**src/wheel_velocity_pd_drive_assert.svh**
```systemverilog
// assertion macros for the wheel velocity pd drive
// each check runs on the rising edge of clk and is idle while rst_n is low
`ifndef WHEEL_VELOCITY_PD_DRIVE_ASSERT_SVH
`define WHEEL_VELOCITY_PD_DRIVE_ASSERT_SVH

`ifndef NO_ASSERTIONS

// same-cycle implication
`define WVPD_ASSERT_NOW(label, ante, cons, msg) \
    label: assert property (@(posedge clk) disable iff (!rst_n) (ante) |-> (cons)) \
        else $error(msg);

// next-cycle implication
`define WVPD_ASSERT_NEXT(label, ante, cons, msg) \
    label: assert property (@(posedge clk) disable iff (!rst_n) (ante) |=> (cons)) \
        else $error(msg);

`else

`define WVPD_ASSERT_NOW(label, ante, cons, msg)
`define WVPD_ASSERT_NEXT(label, ante, cons, msg)

`endif

`endif

```
**src/wvpd_pkg.sv**
```systemverilog
package wvpd_pkg;

    // field widths
    localparam int SPEED_BITS = 16;
    localparam int DRIVE_BITS = 8;
    localparam int GAIN_W     = 16;
    localparam int LIM_W      = 15;
    localparam int CFG_IDX_W  = 3;
    localparam int CFG_DATA_W = 16;

    // serial multiplier datapath
    localparam int MAC_IN_W   = 19;
    localparam int MAC_OUT_W  = MAC_IN_W + GAIN_W;
    localparam int CNT_W      = $clog2(GAIN_W);

    // register indexes
    localparam logic [CFG_IDX_W-1:0] REG_INV_RADIUS = 3'd0;
    localparam logic [CFG_IDX_W-1:0] REG_LEFT_P     = 3'd1;
    localparam logic [CFG_IDX_W-1:0] REG_RIGHT_P    = 3'd2;
    localparam logic [CFG_IDX_W-1:0] REG_D_GAIN     = 3'd3;
    localparam logic [CFG_IDX_W-1:0] REG_MAX_ANG    = 3'd4;
    localparam logic [CFG_IDX_W-1:0] REG_MAX_DRIVE  = 3'd5;
    localparam logic [CFG_IDX_W-1:0] REG_DEADBAND   = 3'd6;

    // control word for one shift-add multiplier
    typedef struct packed {
        logic clear;
        logic step;
        logic mult_bit;
    } mac_ctrl_t;

endpackage

```
**src/wheel_velocity_pd_drive.sv**
```systemverilog
// Incremental PD velocity drive for a left and a right wheel.
// Input channel (in_valid/in_ready): one word holds wheel_select, target_speed
// and measured_speed in signed Q8.8. Output channel (out_valid/out_ready): one
// word per input word with wheel_id, drive_magnitude, drive_direction and
// signed_drive. Config channel (cfg_valid/cfg_ready, always ready): cfg_index
// picks the register, cfg_data is the value; unknown indexes are dropped.
// Writes belong to idle periods only.
// One word is in flight at a time. Two shift-add multipliers scan 16 gain bits
// msb first, one bit per cycle: one pass scales both speeds by the inverse
// radius, a second pass forms the P and D products. An active word runs the
// error step, the second pass and the sum, rounding and accumulate steps
// before its result is loaded; a deadband word loads a zero result at the clamp
// step. The next word is taken in the cycle after the load.
// Reset restores register defaults, clears both accumulators and previous
// errors, and arms the derivative skip for both wheels.
// The result sits in an output register; a stalled receiver holds the block in
// its last step until the register frees, and nothing is lost or repeated.
`include "wheel_velocity_pd_drive_assert.svh"

module wheel_velocity_pd_drive (
    input  logic                                    clk,
    input  logic                                    rst_n,
    input  logic                                    in_valid,
    output logic                                    in_ready,
    input  logic                                    wheel_select,
    input  logic signed [wvpd_pkg::SPEED_BITS-1:0]  target_speed,
    input  logic signed [wvpd_pkg::SPEED_BITS-1:0]  measured_speed,
    output logic                                    out_valid,
    input  logic                                    out_ready,
    output logic                                    wheel_id,
    output logic        [wvpd_pkg::DRIVE_BITS-1:0]  drive_magnitude,
    output logic                                    drive_direction,
    output logic signed [wvpd_pkg::DRIVE_BITS:0]    signed_drive,
    input  logic                                    cfg_valid,
    output logic                                    cfg_ready,
    input  logic        [wvpd_pkg::CFG_IDX_W-1:0]   cfg_index,
    input  logic        [wvpd_pkg::CFG_DATA_W-1:0]  cfg_data
);
    import wvpd_pkg::*;

    // sequencer states
    localparam logic [3:0] S_IDLE  = 4'd0;
    localparam logic [3:0] S_MUL1  = 4'd1;
    localparam logic [3:0] S_SCALE = 4'd2;
    localparam logic [3:0] S_CLAMP = 4'd3;
    localparam logic [3:0] S_ERR   = 4'd4;
    localparam logic [3:0] S_MUL2  = 4'd5;
    localparam logic [3:0] S_SUM   = 4'd6;
    localparam logic [3:0] S_RND   = 4'd7;
    localparam logic [3:0] S_ACC   = 4'd8;

    // internal widths
    localparam int ANG_W  = 24;
    localparam int DES_W  = 16;
    localparam int CUR_W  = 17;
    localparam int ERR_W  = 18;
    localparam int DERR_W = ERR_W + 1;
    localparam int SUM_W  = MAC_OUT_W + 1;
    localparam int STEP_W = SUM_W - 16;
    localparam int NDR_W  = STEP_W + 1;
    localparam int ACC_W  = DRIVE_BITS + 1;

    localparam logic [MAC_OUT_W-1:0] ANG_HALF  = MAC_OUT_W'(128);
    localparam logic [MAC_OUT_W-1:0] ANG_HALFM = MAC_OUT_W'(127);
    localparam logic [SUM_W-1:0]     SUM_HALF  = SUM_W'(32768);
    localparam logic [SUM_W-1:0]     SUM_HALFM = SUM_W'(32767);

    // configuration registers
    logic [GAIN_W-1:0]     inv_radius_reg;
    logic [GAIN_W-1:0]     left_p_reg;
    logic [GAIN_W-1:0]     right_p_reg;
    logic [GAIN_W-1:0]     d_gain_reg;
    logic [LIM_W-1:0]      max_ang_reg;
    logic [DRIVE_BITS-1:0] max_drive_reg;
    logic [LIM_W-1:0]      deadband_reg;

    // per-wheel state
    logic signed [ERR_W-1:0] prev_err_reg [2];
    logic                    skip_reg     [2];
    logic signed [ACC_W-1:0] acc_reg      [2];

    // control
    logic [3:0]       state_reg, state_next;
    logic [CNT_W-1:0] cnt_reg, cnt_next;
    logic             out_valid_reg, out_valid_next;
    logic             out_free;
    logic             load_out;
    logic             commit;

    // working payload
    logic                     wheel_reg;
    logic signed [SPEED_BITS-1:0] tgt_reg, meas_reg;
    logic signed [ANG_W-1:0]  des_reg, des_next;
    logic signed [CUR_W-1:0]  cur_reg, cur_next;
    logic signed [DES_W-1:0]  desc_reg, desc_next;
    logic signed [ERR_W-1:0]  err_reg, err_next;
    logic signed [DERR_W-1:0] derr_reg, derr_next;
    logic signed [SUM_W-1:0]  sum_reg, sum_next;
    logic signed [STEP_W-1:0] step_reg, step_next;

    // output payload
    logic                     wheel_id_reg, wheel_id_next;
    logic [DRIVE_BITS-1:0]    mag_reg, mag_next;
    logic                     dir_reg, dir_next;
    logic signed [ACC_W-1:0]  sdrive_reg, sdrive_next;

    // datapath intermediates
    mac_ctrl_t                   ctrl0, ctrl1;
    logic signed [MAC_IN_W-1:0]  op0, op1;
    logic signed [MAC_OUT_W-1:0] prod0, prod1;
    logic signed [MAC_OUT_W-1:0] tgt_rnd, meas_rnd;
    logic signed [ANG_W-1:0]     cur_ang;
    logic        [ANG_W-1:0]     des_mag;
    logic signed [ANG_W-1:0]     lim_s;
    logic                        in_deadband;
    logic signed [SUM_W-1:0]     sum_rnd;
    logic signed [NDR_W-1:0]     nd_raw;
    logic signed [NDR_W-1:0]     md_s;
    logic signed [ACC_W-1:0]     nd;
    logic [GAIN_W-1:0]           p_gain;

    // two shift-add multipliers shared by both passes
    wvpd_bit_mac u_mac0 (
        .clk          (clk),
        .ctrl         (ctrl0),
        .multiplicand (op0),
        .product      (prod0)
    );

    wvpd_bit_mac u_mac1 (
        .clk          (clk),
        .ctrl         (ctrl1),
        .multiplicand (op1),
        .product      (prod1)
    );

    assign p_gain   = wheel_reg ? right_p_reg : left_p_reg;
    assign out_free = !out_valid_reg || out_ready;

    // multiplier operands and control
    always_comb
    begin
        if (state_reg == S_MUL2)
        begin
            op0 = MAC_IN_W'(err_reg);
            op1 = derr_reg;
        end
        else
        begin
            op0 = MAC_IN_W'(tgt_reg);
            op1 = MAC_IN_W'(meas_reg);
        end
        ctrl0.clear    = (state_reg == S_IDLE) || (state_reg == S_ERR);
        ctrl1.clear    = ctrl0.clear;
        ctrl0.step     = (state_reg == S_MUL1) || (state_reg == S_MUL2);
        ctrl1.step     = ctrl0.step;
        ctrl0.mult_bit = (state_reg == S_MUL2) ? p_gain[cnt_reg] : inv_radius_reg[cnt_reg];
        ctrl1.mult_bit = (state_reg == S_MUL2) ? d_gain_reg[cnt_reg]
                                               : inv_radius_reg[cnt_reg];
    end

    // scaling to angular speed, round half away from zero
    always_comb
    begin
        tgt_rnd  = prod0 + (prod0[MAC_OUT_W-1] ? ANG_HALFM : ANG_HALF);
        meas_rnd = prod1 + (prod1[MAC_OUT_W-1] ? ANG_HALFM : ANG_HALF);
        des_next = tgt_rnd[ANG_W+7:8];
        cur_ang  = meas_rnd[ANG_W+7:8];
        if (cur_ang[ANG_W-1:CUR_W-1] != {(ANG_W-CUR_W+1){cur_ang[CUR_W-1]}})
        begin
            cur_next = cur_ang[ANG_W-1] ? {1'b1, {(CUR_W-1){1'b0}}}
                                        : {1'b0, {(CUR_W-1){1'b1}}};
        end
        else
        begin
            cur_next = cur_ang[CUR_W-1:0];
        end
    end

    // deadband test and clamp of the desired speed
    always_comb
    begin
        des_mag     = des_reg[ANG_W-1] ? ANG_W'(-des_reg) : des_reg;
        in_deadband = des_mag <= {{(ANG_W-LIM_W){1'b0}}, deadband_reg};
        lim_s       = $signed({{(ANG_W-LIM_W){1'b0}}, max_ang_reg});
        if (des_reg > lim_s)
        begin
            desc_next = lim_s[DES_W-1:0];
        end
        else if (des_reg < -lim_s)
        begin
            desc_next = DES_W'(-lim_s);
        end
        else
        begin
            desc_next = des_reg[DES_W-1:0];
        end
    end

    // error and change of error
    always_comb
    begin
        err_next  = ERR_W'(desc_reg) - ERR_W'(cur_reg);
        derr_next = DERR_W'(err_next) - DERR_W'(prev_err_reg[wheel_reg]);
    end

    // sum of terms, rounding, accumulator update
    always_comb
    begin
        sum_next  = SUM_W'(prod0) + (skip_reg[wheel_reg] ? SUM_W'(0) : SUM_W'(prod1));
        sum_rnd   = sum_reg + (sum_reg[SUM_W-1] ? SUM_HALFM : SUM_HALF);
        step_next = sum_rnd[SUM_W-1:16];
        nd_raw    = NDR_W'(acc_reg[wheel_reg]) + NDR_W'(step_reg);
        md_s      = $signed({{(NDR_W-DRIVE_BITS){1'b0}}, max_drive_reg});
        if (nd_raw > md_s)
        begin
            nd = md_s[ACC_W-1:0];
        end
        else if (nd_raw < -md_s)
        begin
            nd = ACC_W'(-md_s);
        end
        else
        begin
            nd = nd_raw[ACC_W-1:0];
        end
    end

    // sequencer
    always_comb
    begin
        state_next    = state_reg;
        cnt_next      = cnt_reg;
        load_out      = 1'b0;
        commit        = 1'b0;
        wheel_id_next = wheel_reg;
        mag_next      = '0;
        dir_next      = 1'b0;
        sdrive_next   = '0;
        case (state_reg)
            S_IDLE:
            begin
                if (in_valid)
                begin
                    cnt_next   = CNT_W'(GAIN_W - 1);
                    state_next = S_MUL1;
                end
            end
            S_MUL1:
            begin
                cnt_next = cnt_reg - 1'b1;
                if (cnt_reg == '0)
                begin
                    state_next = S_SCALE;
                end
            end
            S_SCALE:
            begin
                state_next = S_CLAMP;
            end
            S_CLAMP:
            begin
                if (!in_deadband)
                begin
                    state_next = S_ERR;
                end
                else if (out_free)
                begin
                    load_out   = 1'b1;
                    state_next = S_IDLE;
                end
            end
            S_ERR:
            begin
                cnt_next   = CNT_W'(GAIN_W - 1);
                state_next = S_MUL2;
            end
            S_MUL2:
            begin
                cnt_next = cnt_reg - 1'b1;
                if (cnt_reg == '0)
                begin
                    state_next = S_SUM;
                end
            end
            S_SUM:
            begin
                state_next = S_RND;
            end
            S_RND:
            begin
                state_next = S_ACC;
            end
            S_ACC:
            begin
                if (out_free)
                begin
                    load_out    = 1'b1;
                    commit      = 1'b1;
                    mag_next    = nd[ACC_W-1] ? DRIVE_BITS'(-nd) : nd[DRIVE_BITS-1:0];
                    dir_next    = nd[ACC_W-1] ^ wheel_reg;
                    sdrive_next = nd;
                    state_next  = S_IDLE;
                end
            end
            default:
            begin
                state_next = S_IDLE;
            end
        endcase

        if (load_out)
        begin
            out_valid_next = 1'b1;
        end
        else if (out_ready)
        begin
            out_valid_next = 1'b0;
        end
        else
        begin
            out_valid_next = out_valid_reg;
        end
    end

    // control registers and per-wheel state
    always_ff @(posedge clk or negedge rst_n)
    begin
        if (!rst_n)
        begin
            state_reg     <= S_IDLE;
            cnt_reg       <= '0;
            out_valid_reg <= 1'b0;
            for (int i = 0; i < 2; i++)
            begin
                prev_err_reg[i] <= '0;
                skip_reg[i]     <= 1'b1;
                acc_reg[i]      <= '0;
            end
        end
        else
        begin
            state_reg     <= state_next;
            cnt_reg       <= cnt_next;
            out_valid_reg <= out_valid_next;
            if (commit)
            begin
                prev_err_reg[wheel_reg] <= err_reg;
                skip_reg[wheel_reg]     <= 1'b0;
                acc_reg[wheel_reg]      <= nd;
            end
        end
    end

    // configuration registers
    always_ff @(posedge clk or negedge rst_n)
    begin
        if (!rst_n)
        begin
            inv_radius_reg <= GAIN_W'(2560);
            left_p_reg     <= GAIN_W'(307);
            right_p_reg    <= GAIN_W'(256);
            d_gain_reg     <= '0;
            max_ang_reg    <= {LIM_W{1'b1}};
            max_drive_reg  <= {DRIVE_BITS{1'b1}};
            deadband_reg   <= '0;
        end
        else if (cfg_valid && cfg_ready)
        begin
            case (cfg_index)
                REG_INV_RADIUS: inv_radius_reg <= cfg_data;
                REG_LEFT_P:     left_p_reg     <= cfg_data;
                REG_RIGHT_P:    right_p_reg    <= cfg_data;
                REG_D_GAIN:     d_gain_reg     <= cfg_data;
                REG_MAX_ANG:    max_ang_reg    <= cfg_data[LIM_W-1:0];
                REG_MAX_DRIVE:  max_drive_reg  <= cfg_data[DRIVE_BITS-1:0];
                REG_DEADBAND:   deadband_reg   <= cfg_data[LIM_W-1:0];
                default:        ;
            endcase
        end
    end

    // working payload registers
    always_ff @(posedge clk)
    begin
        if (state_reg == S_IDLE && in_valid)
        begin
            wheel_reg <= wheel_select;
            tgt_reg   <= target_speed;
            meas_reg  <= measured_speed;
        end
        if (state_reg == S_SCALE)
        begin
            des_reg <= des_next;
            cur_reg <= cur_next;
        end
        if (state_reg == S_CLAMP)
        begin
            desc_reg <= desc_next;
        end
        if (state_reg == S_ERR)
        begin
            err_reg  <= err_next;
            derr_reg <= derr_next;
        end
        if (state_reg == S_SUM)
        begin
            sum_reg <= sum_next;
        end
        if (state_reg == S_RND)
        begin
            step_reg <= step_next;
        end
        if (load_out)
        begin
            wheel_id_reg <= wheel_id_next;
            mag_reg      <= mag_next;
            dir_reg      <= dir_next;
            sdrive_reg   <= sdrive_next;
        end
    end

    assign in_ready        = (state_reg == S_IDLE);
    assign cfg_ready       = 1'b1;
    assign out_valid       = out_valid_reg;
    assign wheel_id        = wheel_id_reg;
    assign drive_magnitude = mag_reg;
    assign drive_direction = dir_reg;
    assign signed_drive    = sdrive_reg;

    // checks
    `WVPD_ASSERT_NEXT(a_accept_starts_scan, in_valid && in_ready, state_reg == S_MUL1,
        "accepted word did not start the scaling pass")
    `WVPD_ASSERT_NOW(a_magnitude_matches, out_valid,
        drive_magnitude == (signed_drive[DRIVE_BITS] ? DRIVE_BITS'(-signed_drive)
                                                     : signed_drive[DRIVE_BITS-1:0]),
        "drive magnitude differs from signed drive")
    `WVPD_ASSERT_NEXT(a_skip_cleared, state_reg == S_ACC && out_free,
        !skip_reg[wheel_reg] && out_valid_reg,
        "active step left derivative skip armed or dropped the result")

endmodule

```
**src/wvpd_bit_mac.sv**
```systemverilog
module wvpd_bit_mac (
    input  logic                                  clk,
    input  wvpd_pkg::mac_ctrl_t                   ctrl,
    input  logic signed [wvpd_pkg::MAC_IN_W-1:0]  multiplicand,
    output logic signed [wvpd_pkg::MAC_OUT_W-1:0] product
);
    import wvpd_pkg::*;

    logic signed [MAC_OUT_W-1:0] prod_reg;
    logic signed [MAC_OUT_W-1:0] prod_next;
    logic signed [MAC_OUT_W-1:0] addend;

    // msb-first shift and add, one multiplier bit per step
    always_comb
    begin
        addend    = ctrl.mult_bit
                  ? {{(MAC_OUT_W-MAC_IN_W){multiplicand[MAC_IN_W-1]}}, multiplicand}
                  : '0;
        prod_next = {prod_reg[MAC_OUT_W-2:0], 1'b0} + addend;
    end

    always_ff @(posedge clk)
    begin
        if (ctrl.clear)
        begin
            prod_reg <= '0;
        end
        else if (ctrl.step)
        begin
            prod_reg <= prod_next;
        end
    end

    assign product = prod_reg;

endmodule
```
**config.mk**
```make
export PLATFORM = sky130hd
export DESIGN_NAME = wheel_velocity_pd_drive
export DESIGN_NICKNAME = d
export VERILOG_FILES = /design/src/wvpd_pkg.sv /design/src/wheel_velocity_pd_drive.sv /design/src/wvpd_bit_mac.sv
export VERILOG_INCLUDE_DIRS = /design/src /design/src/src
export SDC_FILE = /design/constraint.sdc
export NUM_CORES = 1
export LEC_CHECK = 0
export BUFFER_PORTS_ARGS = -buffer_cell sky130_fd_sc_hd__clkbuf_2
export CAP_MARGIN = 20
export CORE_MARGIN = 5
export CORE_UTILIZATION = 40
export DETAILED_ROUTE_END_ITERATION = 16
export GPL_ROUTABILITY_DRIVEN = 0
export MAX_ROUTING_LAYER = met4
export PLACE_DENSITY = 0.55
export SLEW_MARGIN = 20
export SYNTH_ARGS = -nofsm -noshare
export SYNTH_HDL_FRONTEND = slang
export SYNTH_SLANG_ARGS = --single-unit
```
**constraint.sdc**
```tcl
create_clock -name clk -period 7.7 [get_ports clk]
set_input_delay 0.77 -clock clk [delete_from_list [all_inputs] [get_ports clk]]
set_output_delay 0.77 -clock clk [all_outputs]
set_load 0.01 [all_outputs]
```
==> impl_results.md <==
* Status: finished, final reports clean
* Netlist cell types at 97
* Worst-path maximum fanout at 18
* DRC at 0
* Clock buffer count from CTS at slightly below 50
* Worst-case clock buffer depth at 3
* WP data required at 8.13 ns
* Mean Syn Cell Area at 9.85 µm²
* Pwr dens at around 400 nW/µm²
* Die Width at roughly 280 µm
* Area of the multi-input gates at between 15,000 and 20,000 µm²
* Share of layout cells above drive strength 1 at between 10% and 20%
* WS Path Type: reg -> reg
* Synth area leaders: edfxtp_1 21%, ha_1 12%, dfrtp_1 12%
* Depth of the CTS H-tree at 2
* Commonest non-fill, non-tap cell in the layout: nand2_1
* Seq/Total Area, Yosys at 40.2%
* I/O pin cnt at 79
* GRT busiest layer: met2
* Die ar. at a little under 80,000 µm²
* Post-DP HPWL at just under 60,000 µm
* Via count at 21,900
* Register Area at 11,700 µm²
* Post-synth EDFFs at between 200 and 250
* Die height at 279 µm
* Top-area cell type share of the netlist area at around a fifth
* Clk Latency, worst-skew pair at around 0.60 ns
* Mapped Cells at a little under 3,000
* Remaining Overflow, GRT at 0
* Main flop type after synthesis: edfxtp_1
* Clock sinks at 438
* Worst setup SP type: flop
* Sequential power share at a little under 30%
* Area leader, netlist: edfxtp_1
* CP endpoint kind: flop
* Design Area, Final at between 30,000 and 40,000 µm²
* Worst vdd ir at 0.000208 V
* Max-cap viol count at 0
* Clock transition at the registers of the reported paths at approximately 0.06 ns
* Combinational power share at ~52%
* Sw Ratio at a little over two fifths
* Post-Syn Area at just under 30,000 µm²
* Antenna violations before repair at 1
* Vias in the first global route at approximately 22,000
* PostCTS Resize Cnt at 0
* Post-route antenna net violation count at 0
* Drt first-iter violations at ~1,500
* First-pass GRT wire length at around 120,000 µm
* Cell Area, Placed at ~30,000 µm²
* Fmax at 0.148 GHz
* Most frequent cells in the layout: 348 x nand2_1, 270 x ha_1, 203 x a21oi_1
* N_diodes at 0
* Ys Warns at 0
* Final Hold Vio Count at 0
* Syn nets at approximately 3,300
* Layout fillers at 6,803
* Setup bufs post-CTS at 0
* Crit path time final at around 6.8 ns
* Final #Nets at 3,346
* Area growth, synth to finish at 11.1%
* Leakage at roughly 14 nW
* Pins over their slew limit at 0
* GRT Util Overall at ~20%
* Drt total wl at just under 80,000 µm
* Largest net degree at the start of global routing at between 60 and 70
* Pint at between 7 and 8 mW
* TritonCTS clock tree: done
* First-pass DRT Iterations at 5
* Slew Limit Headroom at between 20% and 30%
* # setup viols final at 0
* Asr flop ratio synth at around two fifths
* Clk pwr share at 18.9%
* Worst slew pin tran at approximately 1.2 ns
* Core outline area at around 72,000 µm²
* Routed len/inst at approximately 19 µm
* Yosys reg bits at roughly 440
* Met3 usage at about 2.5%
* Crit share post-route at between 80 and 90%
* IO buf count at 77
* RSZ-0062 raised after global routing: false
* Worst Hold Class: in -> async
* NetSw at 5.51 mW
* Vias/cell at 5.47
* Routing usage on met2 at approximately a third
* Total negative slack at 0 ns
* Initial cell density of the core at about two fifths
* Met1 Use GR at 26.7%
* Hold-fix buffers, CTS at 0
* Root Buffer: clkbuf_16
* FP Rows at 98
* Arr. time, crit path at ~7 ns
* Final Skew at around 0.038 ns
## cell usage after synthesis, types with 28 or more instances
cell / count
and3_1: 34
o21a_1: 38
xnor2_1: 132
mux2i_1: 39
dfstp_2: 33
clkbuf_1: 77
dfrtp_1: 134
a21o_1: 80
nor2_1: 174
o31ai_1: 28
nand3_1: 59
ha_1: 270
mux2_2: 123
a21oi_1: 204
nand2_1: 348
and2_1: 57
inv_1: 149
edfxtp_1: 201
nor2b_1: 40
dfxtp_1: 70
o21ai_0: 183
nor3_1: 46
xor2_1: 78
## path summary, 6_finish.rpt
kind / start / slack [ns] / to / cells after the start
max: wheel_id_next$_DFFE_PP_ / 0.93 / u_mac0.product[30]$_SDFFE_PP0N_ / 20
min: rst_n / 0.15 / state_reg[2]$_DFFE_PN0P_ / 1
max reg2reg: wheel_id_next$_DFFE_PP_ / 0.93 / u_mac0.product[30]$_SDFFE_PP0N_ / 20
min reg2reg: prev_err_reg[18]$_DFFE_PN0P_ / 0.47 / prev_err_reg[18]$_DFFE_PN0P_ / 2
max in group asynchronous: rst_n / 5.65 / prev_err_reg[6]$_DFFE_PN0P_ / 3
min in group clk: target_speed[3] / 0.35 / tgt_reg[3]$_DFFE_PP_ / 1
## kinds of logic (layout without fill, tap and decap cells)
kind of cell / after synthesis / after routing / share of synthesized area (%)
muxes: 187 / 187 / 8.00
and+or+nand+nor: 876 / 876 / 14.3
other: 1 / 1 / 0.0129
AOI/OAI and AO/OA: 709 / 709 / 15.7
xor gates and xnor gates: 212 / 212 / 6.46
adders and majority gates: 276 / 276 / 12.1
DFF: 438 / 438 / 40.2
buffers and inverters: 245 / 355 / 3.27
## per-stage QoR
step / setup WS (ns) / total power [mW] / hold WS (ns) / util [%] / cells
floorplan: 1.56 / 8.73 / 0.424 / - / 2944
global placement: 1.17 / 10.4 / 0.457 / 42.5 / 3911
detailed placement: 1.00 / 10.5 / 0.458 / 42.5 / 3911
CTS: 0.930 / 13.1 / 0.111 / 44.9 / 4003
global route: 0.405 / 14.0 / 0.160 / 44.9 / 4004
finish: 0.927 / 13.0 / 0.146 / 44.9 / 4004
## metal layers
metal  wire length (µm)  vias to the layer above
li1                   -                    10800
met1              36200                    10600
met2              36000                      434
met3               3100                      110
met4               1770                        0
met5                  0                        -
## worst max-delay path: stages, from the launching register on
cell	delay (ns)
edfxtp_1	1.01
mux4_2	0.62
mux4_2	0.48
mux2_2	0.27
a21oi_1	0.18
buf_4	0.29
a21o_1	0.17
inv_1	0.06
ha_1	0.28
a21o_1	0.16
a21o_1	0.21
a2111oi_0	0.79
o31a_1	0.34
a211oi_1	0.13
o41ai_1	0.40
a21oi_1	0.23
a31oi_1	0.33
o21ai_0	0.19
a31oi_1	0.22
xor2_1	0.16
o21ai_0	0.08
## power groups by stage
stage	sequential, mW	clock (mW)	combinational [mW]
floorplan	3.52	0	5.21
CTS	3.79	2.52	6.74
detailed placement	3.83	0	6.70
global route	3.85	2.61	7.54
finish	3.79	2.45	6.75
global placement	3.82	0	6.55
## final cells by class
class,count,share of cell area (%)
multi-input cells,2261,51.1
clock buffers,68,4.31
inverters,151,1.76
clock inverters,24,0.916
repair buffers,112,2.09
well taps,950,3.69
flip-flops and latches,438,36.2
No activity file was read; power rests on OpenSTA's default activity.
